<file path="config.mk">
export PLATFORM = sky130hd
export DESIGN_NAME = dual_motor_ip_velocity_loop
export DESIGN_NICKNAME = d
export VERILOG_FILES = /design/src/rtl/core/dmvl_pkg.sv /design/src/rtl/core/dmvl_target_scale.sv /design/src/rtl/core/dmvl_lane.sv /design/src/rtl/core/dual_motor_ip_velocity_loop.sv
export SDC_FILE = /design/constraint.sdc
export NUM_CORES = 2
export LEC_CHECK = 0
export BUFFER_PORTS_ARGS = -buffer_cell sky130_fd_sc_hd__clkbuf_2
export CORE_MARGIN = 2
export CORE_UTILIZATION = 50
export DETAILED_ROUTE_END_ITERATION = 8
export GPL_TIMING_DRIVEN = 0
export HOLD_SLACK_MARGIN = 0.1
export PLACE_DENSITY = 0.68
export SLEW_MARGIN = 20
export SYNTH_ARGS = -nofsm -noshare
export SYNTH_HDL_FRONTEND = slang
export SYNTH_SLANG_ARGS = --single-unit
</file>
<file path="constraint.sdc">
create_clock -name aclk -period 21.8 [get_ports aclk]
set_input_delay 3.27 -clock aclk [delete_from_list [all_inputs] [get_ports aclk]]
set_output_delay 3.27 -clock aclk [all_outputs]
set_load 0.1 [all_outputs]
</file>
<file path="src/rtl/core/dmvl_pkg.sv">
// shared constants and types of the dual-motor velocity loop
// used by dmvl_target_scale, dmvl_lane and dual_motor_ip_velocity_loop
package dmvl_pkg;

    // 8.8 fixed point
    localparam int FRAC_BITS = 8;
    localparam int TICK_RATE_DEF = 100;

    // operating modes
    localparam logic [1:0] MODE_HOLD   = 2'd0;
    localparam logic [1:0] MODE_CLOSED = 2'd1;
    localparam logic [1:0] MODE_OPEN   = 2'd2;

    // register indexes
    localparam logic [2:0] REG_MODE     = 3'd0;
    localparam logic [2:0] REG_TARGET_A = 3'd1;
    localparam logic [2:0] REG_TARGET_B = 3'd2;
    localparam logic [2:0] REG_GAIN_P   = 3'd3;
    localparam logic [2:0] REG_GAIN_I   = 3'd4;
    localparam logic [2:0] REG_WINDUP   = 3'd5;

    // pipeline load strobes and the closed-mode flag from the top level to each lane
    typedef struct packed {
        logic load_s1;
        logic load_s2;
        logic closed;
    } lane_ctrl_t;

endpackage

</file>
<file path="src/rtl/core/dmvl_target_scale.sv">
// scaled target: (|target| << 8) / TICK_RATE, low 16 bits, three register stages
// uses dmvl_pkg; instantiated once per lane by the top level
module dmvl_target_scale #(
    parameter int TICK_RATE = dmvl_pkg::TICK_RATE_DEF
) (
    input  logic               aclk,
    input  logic signed [15:0] target,
    output logic        [15:0] scaled
);
    import dmvl_pkg::*;

    localparam int X_W    = 16 + FRAC_BITS;
    localparam int SHIFT  = 31;
    localparam int RATE_W = $clog2(TICK_RATE + 1);
    localparam logic [31:0] RECIP = 32'((64'd1 << SHIFT) / TICK_RATE);
    localparam logic [RATE_W-1:0] RATE = RATE_W'(TICK_RATE);

    logic [15:0]        mag;
    logic [X_W-1:0]     x;
    logic [X_W+31:0]    prod_next;
    logic [X_W+31:0]    prod_reg;
    logic [X_W-1:0]     x_reg;
    logic [X_W-1:0]     q_est;
    logic [X_W-1:0]     rem;
    logic [X_W-1:0]     q_reg;
    logic [X_W-1:0]     rem_reg;
    logic [15:0]        scaled_reg;

    // magnitude of the signed target, most negative maps to 32768
    assign mag = target[15] ? 16'(-target) : 16'(target);
    assign x = {mag, {FRAC_BITS{1'b0}}};
    assign prod_next = (X_W + 32)'(x) * (X_W + 32)'(RECIP);

    // quotient estimate is exact or one short
    assign q_est = prod_reg[SHIFT +: X_W];
    assign rem = x_reg - X_W'(q_est * X_W'(RATE));

    always_ff @(posedge aclk) begin
        prod_reg <= prod_next;
        x_reg    <= x;
        q_reg    <= q_est;
        rem_reg  <= rem;
        // one correction step
        if (rem_reg >= X_W'(RATE)) begin
            scaled_reg <= 16'(q_reg + 1'b1);
        end else begin
            scaled_reg <= q_reg[15:0];
        end
    end

    assign scaled = scaled_reg;

endmodule

</file>
<file path="src/rtl/core/dmvl_lane.sv">
// one controller lane: integral with windup clamp, gain products, speed
// uses dmvl_pkg; two of these feed the merge stage of the top level
module dmvl_lane #(
    parameter int TICK_RATE = dmvl_pkg::TICK_RATE_DEF
) (
    input  logic                 aclk,
    input  logic                 aresetn,
    input  dmvl_pkg::lane_ctrl_t ctrl,
    input  logic [7:0]           count,
    input  logic [15:0]          scaled,
    input  logic                 dir_neg,
    input  logic [15:0]          gain_p,
    input  logic [15:0]          gain_i,
    input  logic [15:0]          windup_limit,
    output logic [7:0]           drive_closed,
    output logic [7:0]           drive_open,
    output logic [15:0]          speed
);
    import dmvl_pkg::*;

    localparam int RATE_W = $clog2(TICK_RATE + 1);
    localparam logic [RATE_W-1:0] RATE = RATE_W'(TICK_RATE);

    logic [15:0] fb;
    logic [15:0] err;
    logic [15:0] sum;
    logic [15:0] accum_next;
    logic [15:0] accum_reg;
    logic [15:0] spd_mag;
    logic [15:0] spd_next;

    logic [15:0] acc_s1_reg;
    logic [15:0] fb_s1_reg;
    logic [15:0] spd_s1_reg;
    logic [7:0]  open_s1_reg;
    logic [15:0] pi_s2_reg;
    logic [15:0] pf_s2_reg;
    logic [15:0] spd_s2_reg;
    logic [7:0]  open_s2_reg;
    logic [15:0] pi_sum;

    // error and clamped integral
    assign fb = {count, {FRAC_BITS{1'b0}}};
    assign err = scaled - fb;
    assign sum = accum_reg + err;
    assign accum_next = (sum > windup_limit) ? windup_limit : sum;

    // measured velocity with sign from the direction
    assign spd_mag = 16'(16'(count) * 16'(RATE));
    assign spd_next = dir_neg ? 16'(-spd_mag) : spd_mag;

    always_ff @(posedge aclk) begin
        if (!aresetn) begin
            accum_reg <= '0;
        end else if (ctrl.load_s1 && ctrl.closed) begin
            accum_reg <= accum_next;
        end
    end

    // stage 1: integral and feedback
    always_ff @(posedge aclk) begin
        if (ctrl.load_s1) begin
            acc_s1_reg  <= accum_next;
            fb_s1_reg   <= fb;
            spd_s1_reg  <= spd_next;
            open_s1_reg <= scaled[15:8];
        end
    end

    // stage 2: gain products, low 16 bits kept
    always_ff @(posedge aclk) begin
        if (ctrl.load_s2) begin
            pi_s2_reg   <= 16'(acc_s1_reg * gain_i);
            pf_s2_reg   <= 16'(fb_s1_reg * gain_p);
            spd_s2_reg  <= spd_s1_reg;
            open_s2_reg <= open_s1_reg;
        end
    end

    assign pi_sum = pi_s2_reg + pf_s2_reg;
    assign drive_closed = pi_sum[15:8];
    assign drive_open = open_s2_reg;
    assign speed = spd_s2_reg;

endmodule

</file>
<file path="src/rtl/core/dual_motor_ip_velocity_loop.sv">
// Dual-motor I-P velocity loop. One input beat carries the encoder counts of
// both motors; one output beat follows with two drive commands and two signed
// speeds. Both lanes run in parallel and a new beat is taken every cycle
// while s_tready is high; each beat passes through the integral stage, the
// gain product stage and the output register. The scaled target is produced
// by a three-stage reciprocal divider per lane, so after every configuration
// write the input side holds s_tready low while that divider settles; the
// same holds after reset.
// depends on dmvl_pkg, dmvl_target_scale and dmvl_lane
module dual_motor_ip_velocity_loop #(
    parameter int TICK_RATE = dmvl_pkg::TICK_RATE_DEF
) (
    input  logic        aclk,
    input  logic        aresetn,
    // configuration write port
    input  logic        cfg_wr_en,
    input  logic [2:0]  cfg_index,
    input  logic [15:0] cfg_wdata,
    // input beat
    input  logic        s_tvalid,
    output logic        s_tready,
    input  logic [15:0] s_tdata,   // count_a [7:0], count_b [15:8]
    // result beat
    output logic        m_tvalid,
    input  logic        m_tready,
    output logic [47:0] m_tdata    // drive_a, drive_b, speed_a, speed_b
);
    import dmvl_pkg::*;

    localparam logic [2:0] SETTLE = 3'd4;

    logic [1:0]  mode_reg;
    logic [15:0] target_a_reg;
    logic [15:0] target_b_reg;
    logic [15:0] gain_p_reg;
    logic [15:0] gain_i_reg;
    logic [15:0] windup_reg;
    logic [2:0]  settle_reg;

    logic        v1_reg, v2_reg, v3_reg;
    logic        rdy1, rdy2, rdy3;
    logic        load1, load2, load3;
    logic [1:0]  mode_s1_reg, mode_s2_reg;

    logic [15:0] scaled_a, scaled_b;
    lane_ctrl_t  ctrl;
    logic [7:0]  dc_a, dc_b, do_a, do_b;
    logic [15:0] sp_a, sp_b;

    logic [7:0]  drive_a_reg, drive_b_reg;
    logic [15:0] speed_a_reg, speed_b_reg;

    // configuration registers
    always_ff @(posedge aclk) begin
        if (!aresetn) begin
            mode_reg     <= MODE_HOLD;
            target_a_reg <= '0;
            target_b_reg <= '0;
            gain_p_reg   <= '0;
            gain_i_reg   <= '0;
            windup_reg   <= '0;
        end else if (cfg_wr_en) begin
            unique case (cfg_index)
                REG_MODE:     mode_reg     <= cfg_wdata[1:0];
                REG_TARGET_A: target_a_reg <= cfg_wdata;
                REG_TARGET_B: target_b_reg <= cfg_wdata;
                REG_GAIN_P:   gain_p_reg   <= cfg_wdata;
                REG_GAIN_I:   gain_i_reg   <= cfg_wdata;
                REG_WINDUP:   windup_reg   <= cfg_wdata;
                default: ;
            endcase
        end
    end

    // hold off input until the target dividers have caught up
    always_ff @(posedge aclk) begin
        if (!aresetn || cfg_wr_en) begin
            settle_reg <= SETTLE;
        end else if (settle_reg != 3'd0) begin
            settle_reg <= settle_reg - 3'd1;
        end
    end

    // pipeline handshake
    assign rdy3 = !v3_reg || m_tready;
    assign rdy2 = !v2_reg || rdy3;
    assign rdy1 = !v1_reg || rdy2;
    assign s_tready = rdy1 && (settle_reg == 3'd0);
    assign load1 = s_tvalid && s_tready;
    assign load2 = v1_reg && rdy2;
    assign load3 = v2_reg && rdy3;

    always_ff @(posedge aclk) begin
        if (!aresetn) begin
            v1_reg <= 1'b0;
            v2_reg <= 1'b0;
            v3_reg <= 1'b0;
        end else begin
            if (load1) begin
                v1_reg <= 1'b1;
            end else if (load2) begin
                v1_reg <= 1'b0;
            end
            if (load2) begin
                v2_reg <= 1'b1;
            end else if (load3) begin
                v2_reg <= 1'b0;
            end
            if (load3) begin
                v3_reg <= 1'b1;
            end else if (m_tready) begin
                v3_reg <= 1'b0;
            end
        end
    end

    // mode travels with the beat
    always_ff @(posedge aclk) begin
        if (load1) begin
            mode_s1_reg <= mode_reg;
        end
        if (load2) begin
            mode_s2_reg <= mode_s1_reg;
        end
    end

    assign ctrl.load_s1 = load1;
    assign ctrl.load_s2 = load2;
    assign ctrl.closed  = (mode_reg == MODE_CLOSED);

    dmvl_target_scale #(.TICK_RATE(TICK_RATE)) u_scale_a (
        .aclk   (aclk),
        .target (target_a_reg),
        .scaled (scaled_a)
    );

    dmvl_target_scale #(.TICK_RATE(TICK_RATE)) u_scale_b (
        .aclk   (aclk),
        .target (target_b_reg),
        .scaled (scaled_b)
    );

    dmvl_lane #(.TICK_RATE(TICK_RATE)) u_lane_a (
        .aclk         (aclk),
        .aresetn      (aresetn),
        .ctrl         (ctrl),
        .count        (s_tdata[7:0]),
        .scaled       (scaled_a),
        .dir_neg      (target_a_reg[15]),
        .gain_p       (gain_p_reg),
        .gain_i       (gain_i_reg),
        .windup_limit (windup_reg),
        .drive_closed (dc_a),
        .drive_open   (do_a),
        .speed        (sp_a)
    );

    dmvl_lane #(.TICK_RATE(TICK_RATE)) u_lane_b (
        .aclk         (aclk),
        .aresetn      (aresetn),
        .ctrl         (ctrl),
        .count        (s_tdata[15:8]),
        .scaled       (scaled_b),
        .dir_neg      (target_b_reg[15]),
        .gain_p       (gain_p_reg),
        .gain_i       (gain_i_reg),
        .windup_limit (windup_reg),
        .drive_closed (dc_b),
        .drive_open   (do_b),
        .speed        (sp_b)
    );

    // merge stage: output register doubles as the last reported values
    always_ff @(posedge aclk) begin
        if (!aresetn) begin
            drive_a_reg <= '0;
            drive_b_reg <= '0;
            speed_a_reg <= '0;
            speed_b_reg <= '0;
        end else if (load3) begin
            unique case (mode_s2_reg)
                MODE_CLOSED: begin
                    drive_a_reg <= dc_a;
                    drive_b_reg <= dc_b;
                    speed_a_reg <= sp_a;
                    speed_b_reg <= sp_b;
                end
                MODE_OPEN: begin
                    drive_a_reg <= do_a;
                    drive_b_reg <= do_b;
                    speed_a_reg <= {8'd0, do_a};
                    speed_b_reg <= {8'd0, do_b};
                end
                default: ;
            endcase
        end
    end

    assign m_tvalid = v3_reg;
    assign m_tdata  = {speed_b_reg, speed_a_reg, drive_b_reg, drive_a_reg};

endmodule
</file>
* Word-level counts from Yosys, hierarchy flattened
Cells that the tools add are included.
Operators by class: add/subtract/negate cells 15, multiply operators 10, div/mod/pow operators 0, $lt $le $gt $ge 4, equal/unequal tests 8, shifts and indexed selects 0, muxes and demuxes 18, bitwise operators 0, reduce and logical (&&, ||, !) cells 27
Operators with widths (number):
- $mux W16 | 6
- $mul A16 B23 Y39 const B | 2
- $add A16 B16 Y16 | 4
- $pmux W16 S2 | 2
- $ge A24 B7 Y1 const B | 2
- $sub A24 B24 Y24 | 2
- $mul A18 B5 Y22 const B | 2
- $add A16 B1 Y16 const B | 2
- $gt A16 B16 Y1 | 2
- $mul A16 B16 Y16 | 2
- $mul A8 B16 Y8 | 2
- $neg A15 Y16 | 2
- $neg A16 Y16 | 2
- $pmux W8 S2 | 2
- $sub A16 B16 Y16 | 2
- $mux W15 | 2
- $mul A8 B5 Y13 const B | 2
- $reduce_and A2 Y1 | 7
- $reduce_bool A2 Y1 | 4
- $eq A3 B2 Y1 const B | 2
- $eq A3 B3 Y1 const B | 2
- $logic_not A3 Y1 | 2
- $mux W1 | 6
- $logic_and A1 B1 Y1 | 5
- other kinds (7) | 14
Storage, ports and cells: register bits 586, bits in latches 0, RAM bits 0, memory bits (read-only) 0, input port bits 40, output and inout port bits 50, word-level logic and storage cells 128, memories 0

* Depth between registers and ports, before layout
depth in word-level cells 7, mapped depth 30, gate-level depth less buffers 30

* Hierarchy
From an unflattened synthesis, not the netlist that was laid out.
Second synthesis, totals: cell total of the unflattened synthesis 4850, area total of the unflattened synthesis 47555.6 um^2
By module, submodules not included:
- dmvl_lane (u_lane_b) | times used 1, cells each 1075, area an instance 10684.0 um^2, seq. area each 2812.7 um^2
- dmvl_lane (u_lane_a) | times used 1, cells each 1078, area an instance 10649.0 um^2, seq. area each 2812.7 um^2
- dmvl_target_scale (u_scale_b) | times used 1, cells each 1086, area an instance 10542.6 um^2, seq. area each 1741.7 um^2
- dmvl_target_scale (u_scale_a) | times used 1, cells each 1055, area an instance 10288.6 um^2, seq. area each 1741.7 um^2
- dual_motor_ip_velocity_loop | times used 1, cells each 556, area an instance 5391.4 um^2, seq. area each 2842.7 um^2

* Worst setup path before layout
No wires, ideal clock.
path kind input -> output, start point in m_tready, end point out s_tready, arrival 5.034 ns, data required time 18.530 ns, path slack 13.496 ns, stages on the path 3, path buffers 0, path through nor2b_1 > and2_1 > a21oi_1
Between the ends: word-level cells in the longest chain between the ends 4
RTL lines:
- start, declared | RTL line dual_motor_ip_velocity_loop.sv:25 | input logic m_tready,
- $logic_or A1 B1 Y1 | RTL line dual_motor_ip_velocity_loop.sv:85 | assign rdy3 = !v3_reg || m_tready;
- $logic_or A1 B1 Y1 | RTL line dual_motor_ip_velocity_loop.sv:86 | assign rdy2 = !v2_reg || rdy3;
- $logic_or A1 B1 Y1 | RTL line dual_motor_ip_velocity_loop.sv:87 | assign rdy1 = !v1_reg || rdy2;
- $logic_and A1 B1 Y1 | RTL line dual_motor_ip_velocity_loop.sv:88 | assign s_tready = rdy1 && (settle_reg == 3'd0);
- end, declared | RTL line dual_motor_ip_velocity_loop.sv:21 | output logic s_tready,
Every way passes these cells.

* Final worst setup path
start point reg target_a_reg[0], end point reg u_scale_a.prod_reg[48]
Between the ends: word-level cells in the longest chain between the ends 3
RTL lines:
- start, declared | RTL line dual_motor_ip_velocity_loop.sv:33 | logic [15:0] target_a_reg;
- start signal, assigned | RTL line dual_motor_ip_velocity_loop.sv:65 | REG_TARGET_A: target_a_reg <= cfg_wdata;
- $neg A16 Y16 | RTL line dmvl_target_scale.sv:30 | assign mag = target[15] ? 16'(-target) : 16'(target);
- $mux W16 | RTL line dmvl_target_scale.sv:30
- named net u_scale_a.mag[8] | RTL line dmvl_target_scale.sv:18 | logic [15:0] mag;
- $mul A16 B23 Y39 | RTL line dmvl_target_scale.sv:32 | assign prod_next = (X_W + 32)'(x) * (X_W + 32)'(RECIP);
- named net u_scale_a.prod_next[48] | RTL line dmvl_target_scale.sv:20 | logic [X_W+31:0] prod_next;
- end signal, assigned | RTL line dmvl_target_scale.sv:39 | prod_reg <= prod_next;
- end, declared | RTL line dmvl_target_scale.sv:21 | logic [X_W+31:0] prod_reg;
The timed path passes the listed nets, and every way through them passes these cells. A chain may end at the register's enable or synchronous reset.

==> run_results.csv <==
group,metric,value,unit
logic_synthesis,synth_top_family_by_area,"adder cells",
clock_network,clock-root-buffer,"clkbuf_16",
clock_network,tritoncts,"yes",
route,ant_nets,0,
clock_network,numCtsBuffers,55,
setup_path,max_stage_delay,1.01,ns
power_and_ir_drop,p_comb_frac,0.380,
logic_synthesis,yosys.area.top_type_share,0.1945,
clock_network,h-tree-depth,2,
logic_synthesis,syn-cell-area,46210,sq um
floorplanning,fp.dieH,308.0,microns
setup_path,critPathTopFamily,"adder cells",
floorplanning,die-area,94870,sq um
placement,place_area,48360,sq um
grt,track_usage,0.2426,
final_layout,syn_to_final_growth,8.962,%
timing,maxSlewHeadroom,0.1962,
flow_run,maxCapViolations,0,
clock_network,cts_buffer_depth,3,
clock_network,post_cts_buffers,0,
power_and_ir_drop,leakage,24.81,nW
clock_network,cts.repair.resized,0,
setup_path,crit_path_top_delay_cell,"dfxtp_1",
setup_path,cp-start-kind,"register",
power_and_ir_drop,ir_drop,0.06011,mV
clock_network,insertion_delay,0.63,ns
route,firstDrtPassIters,6,
floorplanning,num_io_pins,90,
placement,portBuffers,89,
timing,setup_violations,0,
final_layout,diodes,0,
floorplanning,core_region_area,91660,sq um
timing,finalWorstSetupSlack,13.22,ns
logic_synthesis,synth_cell_types,91,
setup_path,end_kind,"register",
timing,rsz0062_at_grt,"no",
logic_synthesis,synth_top_area_cell,"fa_1",
power_and_ir_drop,p_int,2.232,mW
setup_path,required,22.37,ns
logic_synthesis,yosysSeqAreaShare,0.2552,
placement,place_congestion,0.9380,
hold_path,worstHoldPathType,"register to register",
final_layout,final_area,50350,sq um
route,drc,0,
final_layout,final_cell_mix,"904 x inv_1, 717 x ha_1, 484 x nand2_1",
logic_synthesis,synth_simple_gate_area_frac,0.1170,
power_and_ir_drop,p_switching,1.213,mW
logic_synthesis,synthAdderAreaFrac,0.3886,
setup_path,crit_arrival,9.15,ns
power_and_ir_drop,clock_power_share,0.288,
logic_synthesis,synth-seq-cells,504,
clock_network,hold_buffers,0,
final_layout,final_common_cell,"inv_1",
timing,finClkSkew,0.05407,ns
power_and_ir_drop,switching_share,0.3522,
logic_synthesis,syn_area_per_cell,9.680,sq um
placement,dp_slack,13.19,ns
logic_synthesis,synth.area.top_cells,"fa_1 19%, ha_1 19%, dfxtp_1 14%, edfxtp_1 11%, inv_1 7.4%",
logic_synthesis,syn_nets,5980,
logic_synthesis,synth_top_flop_cell,"dfxtp_1",
timing,finalMaxSlewViolations,0,
placement,hpwl,92.97,mm
timing,post-route-min-period,8.580,ns
final_layout,nets,6133,
logic_synthesis,synthMuxAreaShare,0.009287,
route,vias,32480,
final_layout,final_util,0.5493,
final_layout,drive_above_1_share,0.05529,
grt,grt_pass1_wl,178.8,mm
timing,worst_pin_slew,1.197,ns
grt,grt_max_degree,56,
floorplanning,start_util,0.5042,
route,wl_per_cell,18.26,microns
power_and_ir_drop,seqPwrFrac,0.331,
timing,tns,0,ns
route,drt_iter0_drc,1788,
logic_synthesis,synth-xor-area-share,0.06666,
setup_path,cpMostUsedCell,"inv_1",
grt,antenna_found_initial,6,
timing,hold_violations,0,
timing,period_share,0.3936,
clock_network,clk_pin_slew,0.06,ns
logic_synthesis,netlist_instances,4774,
logic_synthesis,synth-compound-area-share,0.08079,
setup_path,crit_fanout,14,
logic_synthesis,synthArstFlopShare,0,
floorplanning,dieWidth,308.0,microns
setup_path,path_buf_inv,6,
logic_synthesis,synth-edff-count,170,
status,outcome,"finished, final reports clean",
power_and_ir_drop,power_density,68.42,nW/um^2
route,wl,112.5,mm
setup_path,critPathKind,"register to register",
grt,grt_pass1_vias,33310,
floorplanning,rows,111,
route,via_per_inst,5.273,
grt,overflow,0,
logic_synthesis,yosysWarnings,0,
final_layout,fillers,8157,
timing,max_freq,116.6,MHz
clock_network,clock-sinks,504,
worst paths after layout:
| check | startpoint | slack [ns] | depth (start not counted) | end |
|---|---|---|---|---|
| hold reg to reg | u_scale_b.scaled[11] | 0.40 | 0 | u_lane_b.open_s1_reg[3] |
| setup reg to reg | target_a_reg[0] | 13.22 | 26 | u_scale_a.prod_reg[48] |
| setup / recovery | target_a_reg[0] | 13.22 | 26 | u_scale_a.prod_reg[48] |
| hold / removal | u_scale_b.scaled[11] | 0.40 | 0 | u_lane_b.open_s1_reg[3] |
cell type report:
cell class / count / area, sq um / share of cell area
repair buffers: 96 / 574.3 / 0.01141
well taps: 1186 / 1484 / 0.02947
clock buffers: 75 / 1575 / 0.03128
inverters: 905 / 3402 / 0.06756
flip-flops and latches: 504 / 11790 / 0.2342
clock inverters: 29 / 399.1 / 0.007926
plain buffers: 106 / 416.7 / 0.008274
multi-input cells: 3259 / 30710 / 0.6099
Yosys cell counts (all sizes together), types with 11 or more instances:
cell type	instances
a211oi	50
a21o	36
a21oi	238
a31oi	15
and2	179
and3	16
clkbuf	100
dfxtp	334
edfxtp	170
fa	449
ha	717
inv	905
mux2	22
mux2i	17
nand2	484
nand2b	26
nand3	52
nand3b	20
nand4	28
nor2	164
nor2b	34
nor3	43
nor4	12
o21a	25
o21ai	102
o21bai	20
o31ai	23
or2	11
or3	28
xnor2	265
xor2	85
power groups by stage:
| stage | Sequential, mW | Combinational, mW | Clock, mW |
|---|---|---|---|
| floorplan | 1.14 | 1.00 | 0 |
| global placement | 1.16 | 1.27 | 0 |
| detailed placement | 1.16 | 1.30 | 0 |
| CTS | 1.14 | 1.31 | 1.01 |
| global route | 1.15 | 1.48 | 1.05 |
| finish | 1.14 | 1.31 | 0.993 |
through the flow:
stage / cells / hold slack, ns / total power, mW
after detailed placement: 6056 / 0.4045 / 2.463
after global routing: 6160 / 0.4100 / 3.682
final: 6160 / 0.3999 / 3.445
after global placement: 6049 / 0.4009 / 2.434
after CTS: 6160 / 0.4010 / 3.466
after floorplan: 4774 / 0.3713 / 2.140
logic make-up (layout without fill, tap and decap cells):
kind of cell    after synthesis  in the layout
compound gates              583            583
xor+xnor                    350            350
fa+ha+maj                  1166           1166
buf+inv                    1011           1211
flops                       504            504
mux                          39             39
simple gates               1121           1121
per-layer routing:
layer / GRT usage / routed length, microns / vias to the layer above
met5: 0 / 32 / -
met4: 0.08191 / 4036 / 6
met3: 0.03786 / 6982 / 205
met2: 0.4186 / 53810 / 832
met1: 0.3097 / 47610 / 15700
li1: - / - / 15740
Power figures use the tool's default switching activity.
